File: src/hdl/cmt_pkg.sv
// Shared types and codes for the channel mailbox table.
package cmt_pkg;

	localparam int CHANNEL_BASE = 500;
	localparam int LEN_W = 7;

	localparam logic [1:0] OP_OPEN       = 2'd0;
	localparam logic [1:0] OP_SEND_BEGIN = 2'd1;
	localparam logic [1:0] OP_SEND_DATA  = 2'd2;
	localparam logic [1:0] OP_RECEIVE    = 2'd3;

	localparam logic [3:0] ST_OK         = 4'd0;
	localparam logic [3:0] ST_FULL       = 4'd1;
	localparam logic [3:0] ST_TOO_LONG   = 4'd2;
	localparam logic [3:0] ST_RATE       = 4'd3;
	localparam logic [3:0] ST_NO_CHANNEL = 4'd4;
	localparam logic [3:0] ST_BUSY       = 4'd5;
	localparam logic [3:0] ST_ACCESS     = 4'd6;
	localparam logic [3:0] ST_EMPTY      = 4'd7;
	localparam logic [3:0] ST_UNEXPECTED = 4'd8;
	localparam logic [3:0] ST_LOADING    = 4'd9;

	typedef struct packed {
		logic [1:0]  operation;
		logic [31:0] chan_ref;
		logic [31:0] pid;
		logic [31:0] peer_pid;
		logic [15:0] length;
		logic        rate_ok;
		logic        access_ok;
		logic [7:0]  data_byte;
	} req_t;

	typedef struct packed {
		logic [3:0] status;
		logic [9:0] channel_out;
		logic       data_valid;
		logic [7:0] data_out;
		logic       last;
	} rsp_t;

	typedef struct packed {
		logic [31:0]      src;
		logic [31:0]      dst;
		logic [LEN_W-1:0] len;
	} chan_entry_t;

endpackage

File: src/hdl/cmt_table_ram.sv
// Channel table memory: source, destination and message length per channel.
module cmt_table_ram #(
	parameter int DEPTH = 16,
	parameter int AW    = 4
) (
	input  logic                  clk,
	input  logic                  we,
	input  logic [AW-1:0]         waddr,
	input  cmt_pkg::chan_entry_t  wdata,
	input  logic [AW-1:0]         raddr,
	output cmt_pkg::chan_entry_t  rdata
);

	cmt_pkg::chan_entry_t mem [DEPTH];

	always_ff @(posedge clk) begin
		if (we) begin
			mem[waddr] <= wdata;
		end
	end

	always_ff @(posedge clk) begin
		rdata <= mem[raddr];
	end

endmodule

File: config.mk
export PLATFORM = sky130hd
export DESIGN_NAME = cmt_table_ram
export DESIGN_NICKNAME = d
export VERILOG_FILES = /design/src/hdl/cmt_pkg.sv /design/src/hdl/cmt_table_ram.sv
export SDC_FILE = /design/constraint.sdc
export NUM_CORES = 1
export LEC_CHECK = 0
export ABC_AREA = 0
export ABC_CLOCK_PERIOD_IN_PS = 9350
export BUFFER_PORTS_ARGS = -buffer_cell sky130_fd_sc_hd__buf_4
export CAP_MARGIN = 30
export CORE_ASPECT_RATIO = 1.4
export CORE_MARGIN = 2
export CORE_UTILIZATION = 50
export CTS_CLUSTER_DIAMETER = 80
export CTS_CLUSTER_SIZE = 10
export DETAILED_ROUTE_END_ITERATION = 8
export PLACE_DENSITY_LB_ADDON = 0.25
export SLEW_MARGIN = 15
export SYNTH_ARGS = -nofsm -noshare
export SYNTH_HDL_FRONTEND = slang
export SYNTH_SLANG_ARGS = --single-unit
File: constraint.sdc
create_clock -name clk -period 9.35 [get_ports clk]
set_input_delay 1.87 -clock clk [delete_from_list [all_inputs] [get_ports clk]]
set_output_delay 1.87 -clock clk [all_outputs]
set_load 0.01 [all_outputs]
==> results of run 1 <==
-- state kept, by name, summed over array words and instances (netlist names) --
signal,flops
mem,1136
rdata,71
-- worst max path at each step --
stage	from	endpoint	slack, ns	cells past startpoint
after floorplan	waddr[2]	mem[0][0]$_DFFE_PP_	1.63	2
after global placement	raddr[0]	rdata[43]$_DFF_P_	4.71	5
after detailed placement	raddr[0]	rdata[44]$_DFF_P_	4.70	5
after CTS	raddr[0]	rdata[44]$_DFF_P_	5.45	5
after global routing	raddr[0]	rdata[69]$_DFF_P_	5.39	5
final	waddr[3]	mem[6][61]$_DFFE_PP_	5.50	4
-- cell families (layout without fill, tap and decap cells) --
logic type | after synthesis | count (layout)
simple gates | 98 | 98
mux | 284 | 284
other cells | 0 | 2
compound gates | 142 | 142
buf+inv | 95 | 436
flops | 1207 | 1207
-- where the power goes --
part	total (µW)	leakage, µW	switching (µW)	internal [µW]
clock network	4750	0.00188	1980	2770
logic	544	0.00343	306	238
registers	6100	0.0109	44.7	6050
-- layer usage --
layer,GRT usage,part of all wire,vias to the layer above
li1,-,-,8293
met1,0.2845,0.40,10761
met2,0.3540,0.52,722
met3,0.04128,0.062,156
met4,0.07341,0.025,8
met5,0,0.00049,-
-- stage by stage --
stage	util	hold slack (ns)	worst slack (ns)
global placement	0.5342	0.6476	4.711
finish	0.5804	0.6650	5.503
detailed placement	0.5348	0.6555	4.697
CTS	0.5800	0.6677	5.446
global route	0.5804	0.6852	5.389
floorplan	-	0.6349	1.633
-- synth_stat cells --
master / count
a22oi_1: 142
and2_1: 1
buf_1: 21
buf_2: 14
buf_4: 8
buf_6: 15
clkbuf_1: 37
dfxtp_1: 71
edfxtp_1: 1136
mux4_2: 284
nand2_1: 72
nand2b_1: 2
nand3_1: 1
nand3b_1: 2
nor2_1: 13
nor2b_1: 2
nor3_1: 4
or3b_1: 1
-- worst max-delay path, stage by stage --
cell	delay [ns]
buf_4	0.12
nand3b_1	0.39
nor2_4	0.86
buf_4	0.83
-- cell type report --
class                      count  area (µm²)
sequential                  1207       35530
fill                        6115       36490
antenna                        2       5.005
clock buffer                 231        3824
timing repair buffer         194        1544
clock inverter                11       107.6
multi-input combinational    524        7996
tap                         1170        1464
==> summary.md, run 1 <==
| Metric | Value |
|---|---|
| Critical path class | `input port to flip-flop` |
| Post-synthesis sequential area ratio | `0.8092` |
| Crit path max fanout | `between 40 and 50` |
| Synth top area share | `0.7768` |
| Synth cell types | `18` |
| Setup bufs post-CTS | `0` |
| RD Place Congestion | `between 0.7 and 0.8` |
| Clk slew on worst S/H paths | `0.06 ns` |
| CTS sink cnt | `1207` |
| Hold-fix buffers, CTS | `0` |
| Setup crit end kind | `flip-flop` |
| R2r startpoint | `mem[3][10]$_DFFE_PP_` |
| Synth Area in Adders | `0` |
| Vias per inst | `5.972` |
| Via count of the first global-routing pass | `21396` |
| Die area | `90240 µm²` |
| Placed instance area | `approximately 47000 µm²` |
| Routed WL | `around 94000 µm` |
| CTS tree | `yes` |
| First-pass GRT wire length | `138700 µm` |
| I/O pin cnt | `152` |
| Mapped Nets | `1907` |
| Fin nets | `about 2100` |
| Max Fclk | `259.9 MHz` |
| Chip Height | `354.6 µm` |
| Most frequent cells in the layout | `1136 x edfxtp_1, 284 x mux4_2, 188 x buf_4` |
| Max Slew Vio Count | `0` |
| Antenna Nets Post-Route | `0` |
| Setup Skew | `0.02345 ns` |
| Design area | `50470 µm²` |
| Global route overflow | `0` |
| #FFs+latches synth | `1207` |
| Gate count of the mapped netlist | `1826` |
| Syn Area/Cell | `24.05 µm²` |
| CP required | `9.67 ns` |
| Leading area contributor after synthesis | `edfxtp_1` |
| Global-route usage over all layers | `0.2131` |
| PostCTS Resize Cnt | `0` |
| Cell Area, Synth | `between 40000 and 50000 µm²` |
| Initial DRC Count | `1908` |
| Post-route setup TNS | `0 ns` |
| H-tree depth | `4` |
| Worst setup SP type | `input port` |
| Commonest non-fill, non-tap cell in the layout | `edfxtp_1` |
| Largest family of logic cells by synthesized area | `multiplexers` |
| Mux cell area share after synthesis | `0.1457` |
| Die Span X | `254.5 µm` |
| Worst r2r dst | `rdata[10]$_DFF_P_` |
| Max IR drop VDD | `0.1777 mV` |
| Hpwl dp | `between 40000 and 50000 µm` |
| Synth Area in Compound Gates | `0.02428` |
| Share of layout cells above drive strength 1 | `0.2990` |
| Data arrival time of the critical path | `about 4.2 ns` |
| Core area | `86960 µm²` |
| Post-Synth XOR/XNOR Area | `0` |
| Synth warn | `0` |
| Hold Path Origin | `mem[15][31]$_DFFE_PP_` |
| Final Hold Vio Count | `0` |
| Worst Hold Class | `flip-flop to flip-flop` |
| FP Rows | `around 130` |
| DR pass1 iterations | `5` |
| Placed Instances | `3094` |
| Status | `finished clean` |
| CTS max path bufs | `3` |
| Hold Path Depth | `3` |
| Maxcap violations | `0` |
| DRC viols | `0` |
| Pleak | `0.01616 µW` |
| Top cells by area, synth | `edfxtp_1 78%, mux4_2 15%, dfxtp_1 3.2%, a22oi_1 2.4%, nand2_1 0.62%` |
| Pwr Density | `225.7 nW/µm²` |
| Antenna violations before repair | `7` |
| Final setup viols | `0` |
| Post-route insts no fill | `3339` |
| Tmin final | `around 3.8 ns` |
| Worst-Skew Late Latency | `0.71 ns` |
| Hold worst-path end | `rdata[31]$_DFF_P_` |
| RSZ-0062 raised after global routing | `false` |
| Worst Reg2Reg Path Length in Cells | `3` |
| Final period util | `0.4115` |
| CTS buffer count | `between 100 and 150` |
| Starting Density | `0.5049` |
| Drt wl/cell | `28.10 µm` |
| CTS root buf | `clkbuf_16` |
| Largest net degree at the start of global routing | `115` |
| Flop2flop setup slack | `7.92 ns` |
| Total power | `11390 µW` |
| Simple-Gate Fraction of Synth Area | `0.009089` |
| Vias | `19940` |
| Area Overhead vs Synth | `14.94%` |
| IO buf count | `roughly 150` |
| Worst relative slew slack | `0.3108` |
| Tightest Pin Transition | `1.034 ns` |
No activity file was read; power rests on OpenSTA's default activity.
==> run 2: changes to the inputs <==
--- a/config.mk
+++ b/config.mk
@@ -6,7 +6,7 @@
 export NUM_CORES = 1
 export LEC_CHECK = 0
 export ABC_AREA = 0
-export ABC_CLOCK_PERIOD_IN_PS = 9350
+export ABC_CLOCK_PERIOD_IN_PS = 3800
 export BUFFER_PORTS_ARGS = -buffer_cell sky130_fd_sc_hd__buf_4
 export CAP_MARGIN = 30
 export CORE_ASPECT_RATIO = 1.4
==> constraint.sdc (replaced) <==
create_clock -name clk -period 3.8 [get_ports clk]
set_input_delay 0.76 -clock clk [delete_from_list [all_inputs] [get_ports clk]]
set_output_delay 0.76 -clock clk [all_outputs]
set_load 0.01 [all_outputs]
==> run 2 against run 1 <==
Effect of this change: non-clock buffer count rose by 7; register-to-register slack worse by 5.4 ns; flip-flop and latch count did not move; combinational power grew to 2.5 times the previous value; clock-buffer cell count is 5 lower; highest routed layer unchanged; global-route usage rose by 0.38 points; die area unchanged; worst hold slack got worse by 0.34 ns.
==> summary.md, run 2 (synthesis results as in run 1) <==
| Metric | Value |
|---|---|
| CTS buffer count | `138` |
| Met1 Resource Use GR | `0.2974` |
| Worst relative slew slack | `0.4673` |
| Share of layout cells above drive strength 1 | `0.3036` |
| Met3 usage | `0.04429` |
| RSZ-0062 raised after global routing | `false` |
| Via count of the first global-routing pass | `21036` |
| Vias per inst | `5.959` |
| CTS root buf | `clkbuf_16` |
| Top Family by Delay on Critical Path | `flip-flops` |
| Chip Height | `354.6 µm` |
| Max Fclk | `just under 500 MHz` |
| Final setup margin | `1.752 ns` |
| Design area | `50980 µm²` |
| Global route overflow | `0` |
| Placed instance area | `between 40000 and 50000 µm²` |
| Hold WS | `0.3299 ns` |
| Final Hold Vio Count | `0` |
| Worst-Skew Late Latency | `0.71 ns` |
| Setup Skew | `0.01651 ns` |
| Setup bufs post-CTS | `0` |
| Flop2flop setup slack | `2.48 ns` |
| I/O pin cnt | `152` |
| DRC viols | `0` |
| Slowest cell on the critical path | `dfxtp_1` |
| Crit path max fanout | `1` |
| Starting Density | `0.5049` |
| IO buf count | `151` |
| Critical path class | `flip-flop to output port` |
| Hold-fix buffers, CTS | `0` |
| DR pass1 iterations | `5` |
| Tmin final | `2.048 ns` |
| Core area | `86960 µm²` |
| Most frequent cells in the layout | `1136 x edfxtp_1, 284 x mux4_2, 164 x buf_4` |
| Setup crit end kind | `output port` |
| Clk slew on worst S/H paths | `about 0.05 ns` |
| Routed WL | `~95000 µm` |
| Final-layout fill cell count | `approximately 6000` |
| Pleak | `around 0.016 µW` |
| Hpwl dp | `44740 µm` |
| CTS tree | `yes` |
| Crit path largest cell delay | `0.42 ns` |
| Initial DRC Count | `roughly 2000` |
| RD Place Congestion | `a little under 0.7` |
| Max IR drop VDD | `0.3761 mV` |
| Worst Setup Slack post-DPL | `roughly 1.1 ns` |
| Die Span X | `around 250 µm` |
| Biggest register | `mem` |
| Global-route usage over all layers | `0.2169` |
| Commonest non-fill, non-tap cell in the layout | `edfxtp_1` |
| Crit path cell chain | `buf_4` |
| Placed Instances | `3102` |
| CTS sink cnt | `1207` |
| Largest net degree at the start of global routing | `72` |
| Pwr Density | `553.2 nW/µm²` |
| Antenna violations before repair | `5` |
| CTS max path bufs | `3` |
| Area Overhead vs Synth | `16.09%` |
| Vias | `19891` |
| Maxcap violations | `0` |
| Top Registers | `mem (1136), rdata (71)` |
| PostCTS Resize Cnt | `0` |
| Post-route setup TNS | `0 ns` |
| Final setup viols | `0` |
| Max Slew Vio Count | `0` |
| Data arrival time of the critical path | `roughly 1.3 ns` |
| Max reg flops | `1136` |
| Worst setup SP type | `flip-flop` |
| Worst Hold Class | `input port to flip-flop` |
| Die area | `~90000 µm²` |
| FP Rows | `128` |
| CP required | `3.04 ns` |
| Busiest grt layer | `met2` |
| Drt wl/cell | `about 28 µm` |
| Tightest Pin Transition | `about 0.8 ns` |
| Antenna Nets Post-Route | `0` |
| Final period util | `0.5388` |
| GRT met2 Usage | `0.3584` |
| Post-route insts no fill | `3338` |
| Fin nets | `between 2000 and 2500` |
| First-pass GRT wire length | `139900 µm` |
| H-tree depth | `4` |
| Status | `finished clean` |
| Buf+Inv Stages, Crit Path | `1` |
## run 2: cell count changes in the layout (fill, tap and decap cells not counted), sizes merged
| cell | before | now |
|---|---|---|
| clkbuf | 231 | 226 |
| buf | 194 | 201 |
| clkinv | 3 | 2 |
| diode | 2 | 1 |
| inv | 8 | 7 |
## run 2: routing by layer
| layer | wire [µm] | up-vias |
|---|---|---|
| li1 | - | 8315 |
| met5 | 63 | - |
| met3 | 6238 | 140 |
| met4 | 1776 | 10 |
| met2 | 48520 | 723 |
| met1 | 38300 | 10703 |
## run 2: where the power goes
group | switching, µW | internal, µW
Combinational | 756 | 614
Clock | 4840 | 6980
Sequential | 113 | 14900
Total | 5710 | 22500
## run 2: metrics by stage
| stage | util | total power [µW] |
|---|---|---|
| finish | 0.5862 | 28200 |
| global placement | 0.5402 | 16620 |
| detailed placement | 0.5402 | 16670 |
| floorplan | - | 15990 |
| global route | 0.5862 | 29090 |
| CTS | 0.5862 | 28460 |
## run 2: layout make-up
| type | instances | area [µm²] | share of cell area |
|---|---|---|---|
| tap | 1170 | 1464 | 0.02872 |
| sequential | 1207 | 35530 | 0.6971 |
| clock inverter | 9 | 82.58 | 0.001620 |
| multi-input combinational | 524 | 8021 | 0.1574 |
| clock buffer | 226 | 3911 | 0.07672 |
| timing repair buffer | 201 | 1962 | 0.03849 |
| antenna | 1 | 2.502 | 0.00004909 |
## run 2: path summary, 6_finish.rpt
check                              from  cells after the start                    to
hold reg to reg   mem[14][25]$_DFFE_PP_                      3     rdata[25]$_DFF_P_
setup / recovery       rdata[1]$_DFF_P_                      1              rdata[1]
hold / removal                wdata[48]                      1  mem[9][48]$_DFFE_PP_
setup reg to reg   mem[3][15]$_DFFE_PP_                      3     rdata[15]$_DFF_P_
