==> src/hdl/cmt_pkg.sv <==
// Shared types and codes for the channel mailbox table.
package cmt_pkg;

	localparam int CHANNEL_BASE = 500;
	localparam int LEN_W = 7;

	localparam logic [1:0] OP_OPEN       = 2'd0;
	localparam logic [1:0] OP_SEND_BEGIN = 2'd1;
	localparam logic [1:0] OP_SEND_DATA  = 2'd2;
	localparam logic [1:0] OP_RECEIVE    = 2'd3;

	localparam logic [3:0] ST_OK         = 4'd0;
	localparam logic [3:0] ST_FULL       = 4'd1;
	localparam logic [3:0] ST_TOO_LONG   = 4'd2;
	localparam logic [3:0] ST_RATE       = 4'd3;
	localparam logic [3:0] ST_NO_CHANNEL = 4'd4;
	localparam logic [3:0] ST_BUSY       = 4'd5;
	localparam logic [3:0] ST_ACCESS     = 4'd6;
	localparam logic [3:0] ST_EMPTY      = 4'd7;
	localparam logic [3:0] ST_UNEXPECTED = 4'd8;
	localparam logic [3:0] ST_LOADING    = 4'd9;

	typedef struct packed {
		logic [1:0]  operation;
		logic [31:0] chan_ref;
		logic [31:0] pid;
		logic [31:0] peer_pid;
		logic [15:0] length;
		logic        rate_ok;
		logic        access_ok;
		logic [7:0]  data_byte;
	} req_t;

	typedef struct packed {
		logic [3:0] status;
		logic [9:0] channel_out;
		logic       data_valid;
		logic [7:0] data_out;
		logic       last;
	} rsp_t;

	typedef struct packed {
		logic [31:0]      src;
		logic [31:0]      dst;
		logic [LEN_W-1:0] len;
	} chan_entry_t;

endpackage

==> src/hdl/cmt_ctrl.sv <==
// Sequencer: checks commands, updates channel state and streams received bytes.
module cmt_ctrl #(
	parameter int MAX_CHANNELS  = 16,
	parameter int PAYLOAD_BYTES = 64,
	parameter int IW            = 4,
	parameter int CW            = 5,
	parameter int AW            = 10
) (
	input  logic                 clk,
	input  logic                 arst_n,
	input  logic                 start,
	output logic                 busy,
	input  cmt_pkg::req_t        request,
	output logic                 response_valid,
	output cmt_pkg::rsp_t        response,
	output logic                 tbl_we,
	output logic [IW-1:0]        tbl_waddr,
	output cmt_pkg::chan_entry_t tbl_wdata,
	output logic [IW-1:0]        tbl_raddr,
	input  cmt_pkg::chan_entry_t tbl_rdata,
	output logic                 pay_we,
	output logic [AW-1:0]        pay_waddr,
	output logic [7:0]           pay_wdata,
	output logic [AW-1:0]        pay_raddr,
	input  logic [7:0]           pay_rdata
);

	localparam logic [1:0] S_IDLE   = 2'd0;
	localparam logic [1:0] S_EXEC   = 2'd1;
	localparam logic [1:0] S_STREAM = 2'd2;

	localparam int LW = cmt_pkg::LEN_W;

	logic [1:0]          state_q, state_d;
	cmt_pkg::req_t       req_q;
	logic [CW-1:0]       open_cnt_q;
	logic [MAX_CHANNELS-1:0] waiting_q;
	logic                load_active_q;
	logic [IW-1:0]       load_ch_q;
	logic [LW-1:0]       load_rem_q;
	logic [LW-1:0]       load_pos_q;
	logic [IW-1:0]       sidx_q;
	logic [LW-1:0]       pos_q;
	logic [LW-1:0]       n_q;
	cmt_pkg::rsp_t       rsp_q, rsp_d;
	logic                rsp_v_q, rsp_v_d;

	logic [31:0]         chan_off;
	logic [IW-1:0]       idx;
	logic                hit;
	logic [LW-1:0]       rx_n;
	logic                wait_we, wait_val;
	logic [IW-1:0]       wait_idx;
	logic                open_inc, load_start, load_step, stream_go;
	logic [IW-1:0]       ridx;
	logic [LW-1:0]       rpos;

	assign chan_off  = req_q.chan_ref - 32'(cmt_pkg::CHANNEL_BASE);
	assign idx       = chan_off[IW-1:0];
	assign hit       = (req_q.chan_ref >= 32'(cmt_pkg::CHANNEL_BASE))
		&& (chan_off < 32'(open_cnt_q));
	assign rx_n      = (16'(tbl_rdata.len) < req_q.length) ? tbl_rdata.len
		: req_q.length[LW-1:0];
	assign tbl_raddr = IW'(request.chan_ref - 32'(cmt_pkg::CHANNEL_BASE));

	assign pay_wdata = req_q.data_byte;
	assign pay_waddr = AW'(load_ch_q) * AW'(PAYLOAD_BYTES) + AW'(load_pos_q);
	assign ridx      = (state_q == S_EXEC) ? idx : sidx_q;
	assign rpos      = (state_q == S_EXEC) ? '0 : pos_q + LW'(1);
	assign pay_raddr = AW'(ridx) * AW'(PAYLOAD_BYTES) + AW'(rpos);

	always_comb begin
		state_d    = state_q;
		rsp_d      = '0;
		rsp_d.last = 1'b1;
		rsp_v_d    = 1'b0;
		tbl_we     = 1'b0;
		tbl_waddr  = idx;
		tbl_wdata  = tbl_rdata;
		pay_we     = 1'b0;
		wait_we    = 1'b0;
		wait_val   = 1'b0;
		wait_idx   = idx;
		open_inc   = 1'b0;
		load_start = 1'b0;
		load_step  = 1'b0;
		stream_go  = 1'b0;
		case (state_q)
			S_IDLE: begin
				if (start) begin
					state_d = S_EXEC;
				end
			end
			S_EXEC: begin
				state_d = S_IDLE;
				rsp_v_d = 1'b1;
				if (req_q.operation == cmt_pkg::OP_SEND_DATA) begin
					if (!load_active_q) begin
						rsp_d.status = cmt_pkg::ST_UNEXPECTED;
					end else begin
						pay_we    = 1'b1;
						load_step = 1'b1;
						if (load_rem_q == LW'(1)) begin
							wait_we  = 1'b1;
							wait_val = 1'b1;
							wait_idx = load_ch_q;
						end
					end
				end else if (load_active_q) begin
					rsp_d.status = cmt_pkg::ST_LOADING;
				end else begin
					case (req_q.operation)
						cmt_pkg::OP_OPEN: begin
							if (open_cnt_q == CW'(MAX_CHANNELS)) begin
								rsp_d.status = cmt_pkg::ST_FULL;
							end else begin
								tbl_we            = 1'b1;
								tbl_waddr         = open_cnt_q[IW-1:0];
								tbl_wdata.src     = req_q.pid;
								tbl_wdata.dst     = req_q.peer_pid;
								tbl_wdata.len     = '0;
								wait_we           = 1'b1;
								wait_idx          = open_cnt_q[IW-1:0];
								open_inc          = 1'b1;
								rsp_d.channel_out = 10'(open_cnt_q)
									+ 10'(cmt_pkg::CHANNEL_BASE);
							end
						end
						cmt_pkg::OP_SEND_BEGIN: begin
							if (req_q.length > 16'(PAYLOAD_BYTES)) begin
								rsp_d.status = cmt_pkg::ST_TOO_LONG;
							end else if (!req_q.rate_ok) begin
								rsp_d.status = cmt_pkg::ST_RATE;
							end else if (!hit || tbl_rdata.src != req_q.pid) begin
								rsp_d.status = cmt_pkg::ST_NO_CHANNEL;
							end else if (waiting_q[idx]) begin
								rsp_d.status = cmt_pkg::ST_BUSY;
							end else if (!req_q.access_ok) begin
								rsp_d.status = cmt_pkg::ST_ACCESS;
							end else begin
								tbl_we        = 1'b1;
								tbl_wdata.len = req_q.length[LW-1:0];
								if (req_q.length == 16'd0) begin
									wait_we  = 1'b1;
									wait_val = 1'b1;
								end else begin
									load_start = 1'b1;
								end
							end
						end
						cmt_pkg::OP_RECEIVE: begin
							if (!hit || tbl_rdata.dst != req_q.pid) begin
								rsp_d.status = cmt_pkg::ST_NO_CHANNEL;
							end else if (!waiting_q[idx]) begin
								rsp_d.status = cmt_pkg::ST_EMPTY;
							end else if (!req_q.access_ok) begin
								rsp_d.status = cmt_pkg::ST_ACCESS;
							end else begin
								wait_we = 1'b1;
								if (rx_n != '0) begin
									rsp_v_d   = 1'b0;
									stream_go = 1'b1;
									state_d   = S_STREAM;
								end
							end
						end
						default: begin
							rsp_d.status = cmt_pkg::ST_UNEXPECTED;
						end
					endcase
				end
			end
			S_STREAM: begin
				rsp_v_d          = 1'b1;
				rsp_d.data_valid = 1'b1;
				rsp_d.data_out   = pay_rdata;
				rsp_d.last       = (pos_q + LW'(1) == n_q);
				if (rsp_d.last) begin
					state_d = S_IDLE;
				end
			end
			default: begin
				state_d = S_IDLE;
			end
		endcase
	end

	always_ff @(posedge clk or negedge arst_n) begin
		if (!arst_n) begin
			state_q       <= S_IDLE;
			open_cnt_q    <= '0;
			waiting_q     <= '0;
			load_active_q <= 1'b0;
			load_ch_q     <= '0;
			load_rem_q    <= '0;
			load_pos_q    <= '0;
			rsp_v_q       <= 1'b0;
		end else begin
			state_q <= state_d;
			rsp_v_q <= rsp_v_d;
			if (open_inc) begin
				open_cnt_q <= open_cnt_q + CW'(1);
			end
			if (wait_we) begin
				waiting_q[wait_idx] <= wait_val;
			end
			if (load_start) begin
				load_active_q <= 1'b1;
				load_ch_q     <= idx;
				load_rem_q    <= req_q.length[LW-1:0];
				load_pos_q    <= '0;
			end else if (load_step) begin
				load_rem_q <= load_rem_q - LW'(1);
				load_pos_q <= load_pos_q + LW'(1);
				if (load_rem_q == LW'(1)) begin
					load_active_q <= 1'b0;
				end
			end
		end
	end

	always_ff @(posedge clk) begin
		rsp_q <= rsp_d;
		if (state_q == S_IDLE && start) begin
			req_q <= request;
		end
		if (stream_go) begin
			sidx_q <= idx;
			n_q    <= rx_n;
			pos_q  <= '0;
		end else if (state_q == S_STREAM) begin
			pos_q <= pos_q + LW'(1);
		end
	end

	assign busy           = (state_q != S_IDLE);
	assign response       = rsp_q;
	assign response_valid = rsp_v_q;

endmodule

==> config.mk <==
export PLATFORM = sky130hd
export DESIGN_NAME = cmt_ctrl
export DESIGN_NICKNAME = d
export VERILOG_FILES = /design/src/hdl/cmt_pkg.sv /design/src/hdl/cmt_ctrl.sv
export SDC_FILE = /design/constraint.sdc
export NUM_CORES = 1
export LEC_CHECK = 0
export BUFFER_PORTS_ARGS = -buffer_cell sky130_fd_sc_hd__buf_2
export CAP_MARGIN = 20
export CORE_UTILIZATION = 47
export DETAILED_ROUTE_END_ITERATION = 16
export GPL_TIMING_DRIVEN = 0
export MAX_ROUTING_LAYER = met4
export PLACE_DENSITY_LB_ADDON = 0.25
export SLEW_MARGIN = 15
export SYNTH_ARGS = -nofsm -noshare
export SYNTH_HDL_FRONTEND = slang
export SYNTH_SLANG_ARGS = --single-unit
export TNS_END_PERCENT = 30
==> constraint.sdc <==
create_clock -name clk -period 4.35 [get_ports clk]
set_input_delay 0.87 -clock clk [delete_from_list [all_inputs] [get_ports clk]]
set_output_delay 0.87 -clock clk [all_outputs]
set_load 0.1 [all_outputs]
==> run metrics <==
Synth warnings=0; Port Buffers=340; clock-pin slew on the worst setup and hold paths=60 ps; vias in the first global route=9438; Yosys reg bits=slightly above 200; Core ar.=22700 sq um; Longest Clk Path Bufs=3; Total Neg Setup Slack=-12060 ps; width of the chip=between 150 and 200 um; Avg Cell Area, Syn=10.2 sq um; gpl congestion=0.960; cell taking the most area after synthesis=edfxtp_1; DR pass1 iterations=5; Wirelength per Cell=19.5 um; CTS sink count=207; largest net degree at the start of global routing=64; Setup Skew=~15 ps; cells along the critical path=buf_4 > nor4_4 > nand4_4 > or4_1 > o311a_1 > or4b_4 > or3_4 > a2111oi_4 > buf_6 > o21ai_1 > buf_6; final worst path period share=115%; max cap viols=0; worst hold path class=in -> async; die height=154 um; Mapped Area=10900 sq um; number of synthesized flops with an enable pin=135; Crit Path Max Fanout=8; Non-Filler Instances=1771; DR vias/cell=5.48; CTS tree=built; clk_lat worst skew=530 ps; Pwr Density=about 550 nW/um^2; unrepaired setup endpoints after global routing=yes; hold slack=346 ps; Initial Utilization=around 48%; Static Leak=6.19 nW; I/O Pins=~340; fin. max-slew vios=0; Finish-stage setup viols=42; Final Util=a little over three fifths; outcome=complete, but fails checks; post-synth top area share=between 30% and 40%; post-synth net total=1310; post-synthesis sequential area ratio=52.3%; post-route ant nets=0; wirelength, routed=34500 um; ranking of synthesized cells by area=edfxtp_1 (37%), dfrtp_1 (9.8%), nand2_1 (9.0%); antenna violations before repair=4; global-route wire length before repair=52400 um; die area=approximately 24000 sq um; critical path required time=around 3500 ps; Post-Place Cells=1704; asr flop ratio synth=between 20% and 30%; DRC violations left=0; GRT busiest layer=met2; minimum clock period=approximately 5000 ps; VDD IR max=0.376 mV; slowest cell delay on critical path=approximately 530 ps; Root Buffer=clkbuf_16; vias=9710; H-tree depth=1; Fin. Hold Viols=0; Hold-fix buffers, CTS=0; Post-synth top cells=nand2_1 (261), edfxtp_1 (135), xor2_1 (56), nor2_1 (52), xnor2_1 (50); cell with the most instances after synthesis=nand2_1; CP Launch Type=flop; Slew HR=41.0%; TritonCTS Buffers=24; worst slew pin tran=880 ps; dpl ws=-799 ps; Slowest-stage cell, CP=or4b_4; Layout area overhead=30.3%; total global routing overflow=0; Rows=55; CP Class=reg -> out; setup slack after layout=-672 ps; placed wire-length estimate=roughly 26000 um; starting DRC count in detailed routing=a little under 900; met2 GRT Util=48.2%; Synth Flop Type=edfxtp_1; failing checks=negative setup slack; fraction of layout cells with a size suffix above 1=31.6%; highest clock rate=199 MHz; Critical Path AT=~4200 ps; met3 GRT Util=about 5.7%; Tot GR Track Use=29.5%; cells after synthesis=approximately 1100; Unique masters post-synth=67; crit path capture type=output pin; Crit path top cell by count=buf_6; Nets=1699; grt met1 use=37.3%
-- flip-flops by register name (all words and copies together), names as in the netlist --
| register | cells |
|---|---|
| sidx_q | 4 |
| state_q | 2 |
| load_rem_q | 7 |
| load_active_q | 1 |
| load_pos_q | 7 |
| response_valid | 1 |
| pay_wdata | 8 |
| open_cnt_q | 5 |
| response | 22 |
| waiting_q | 16 |
| req_q | 116 |
| load_ch_q | 4 |
| n_q | 7 |
| pos_q | 7 |
-- stage by stage --
| step | total power (W) | cell area, sq um |
|---|---|---|
| 2_1_floorplan | 0.00505 | 11000 |
| 3_5_place_dp | 0.00579 | 13100 |
| 3_3_place_gp | 0.00578 | 13000 |
| 4_1_cts | 0.00786 | 14100 |
| 5_1_grt | 0.00818 | 14200 |
| 6_report | 0.00787 | 14200 |
-- timing repair --
action / CTS / global route
hold endpoints to repair: 0 / 0
buffers inserted: 11 / 7
setup endpoints to repair: 76 / 76
pin swaps: 9 / 8
resized for setup: 46 / 15
-- logic make-up (layout without fill, tap and decap cells) --
kind of cell / count (synthesis) / after routing / synth area share (%)
AOI/OAI and AO/OA: 137 / 137 / 8.66
xor gates and xnor gates: 106 / 106 / 8.50
adders and majority gates: 29 / 29 / 3.32
buffers and inverters: 99 / 506 / 4.07
DFF: 207 / 207 / 52.3
muxes: 22 / 22 / 2.70
other: 0 / 4 / 0
and+or+nand+nor: 475 / 475 / 20.5
-- routing by layer --
layer  routed length (um)  up-vias
met2                16800      446
met1                14200     4626
met4                  884        0
met5                    0        -
met3                 2580       74
li1                     -     4564
-- path summary, 6_finish.rpt --
| path | startpoint | end | slack [ps] | cells after the start |
|---|---|---|---|---|
| worst max-delay path | req_q[99] | tbl_wdata[3] | -670 | 11 |
| worst min-delay path | arst_n | load_rem_q[6] | 350 | 1 |
| worst max register to register | req_q[99] | load_rem_q[5] | 420 | 11 |
| worst min register to register | req_q[91] | sidx_q[1] | 510 | 0 |
| max in group asynchronous | arst_n | load_rem_q[1] | 3480 | 2 |
| min in group clk | req_q[91] | sidx_q[1] | 510 | 0 |
-- worst max-delay path: cells and delay by family (launching register included) --
kind	cells	cell delay [ps]
AOI/OAI and AO/OA	3	730
and+or+nand+nor	5	1940
DFF	1	360
buffers and inverters	3	590
-- where the power goes --
part / switching (W) / total, W / internal, W
Sequential: 0.000200 / 0.00262 / 0.00242
Clock: 0.000787 / 0.00200 / 0.00121
Combinational: 0.00253 / 0.00325 / 0.000725
Total: 0.00351 / 0.00787 / 0.00436
-- area by class of cell --
| type | count | area, sq um |
|---|---|---|
| Fill cell | 1906 | 8470 |
| Sequential cell | 207 | 5710 |
| Multi-Input combinational cell | 769 | 4870 |
| Timing Repair Buffer | 363 | 2020 |
| Clock buffer | 37 | 732 |
| Tap cell | 285 | 357 |
| Buffer | 57 | 314 |
| Inverter | 42 | 166 |
| Clock inverter | 7 | 55.1 |
| Antenna cell | 4 | 10.0 |
-- cell usage in the layout (no fill, tap or decap), types with 5 or more instances in the layout --
cell | netlist | layout
nand2_1 | 261 | 260
a21oi_1 | 17 | 17
buf_6 | 0 | 7
dfxtp_1 | 29 | 29
or3_1 | 8 | 8
and3_1 | 6 | 6
buf_4 | 19 | 37
inv_1 | 40 | 39
nor3_1 | 13 | 11
nand2b_1 | 5 | 5
clkbuf_1 | 36 | 37
clkbuf_8 | 0 | 6
or4_1 | 7 | 7
buf_2 | 1 | 332
dfrtp_1 | 43 | 43
xnor2_1 | 50 | 50
nor2b_1 | 7 | 7
mux4_2 | 5 | 5
xor2_1 | 56 | 56
a21o_1 | 6 | 6
o21ai_0 | 36 | 29
and2_1 | 19 | 18
nor2_1 | 52 | 51
clkinv_1 | 2 | 5
clkbuf_16 | 0 | 26
edfxtp_1 | 135 | 135
o211ai_1 | 38 | 38
nand4_1 | 27 | 27
mux2_2 | 10 | 10
ha_1 | 29 | 28
mux2i_1 | 7 | 7
nor4_1 | 18 | 17
nand3_1 | 29 | 29
No activity file was read; power rests on OpenSTA's default activity.
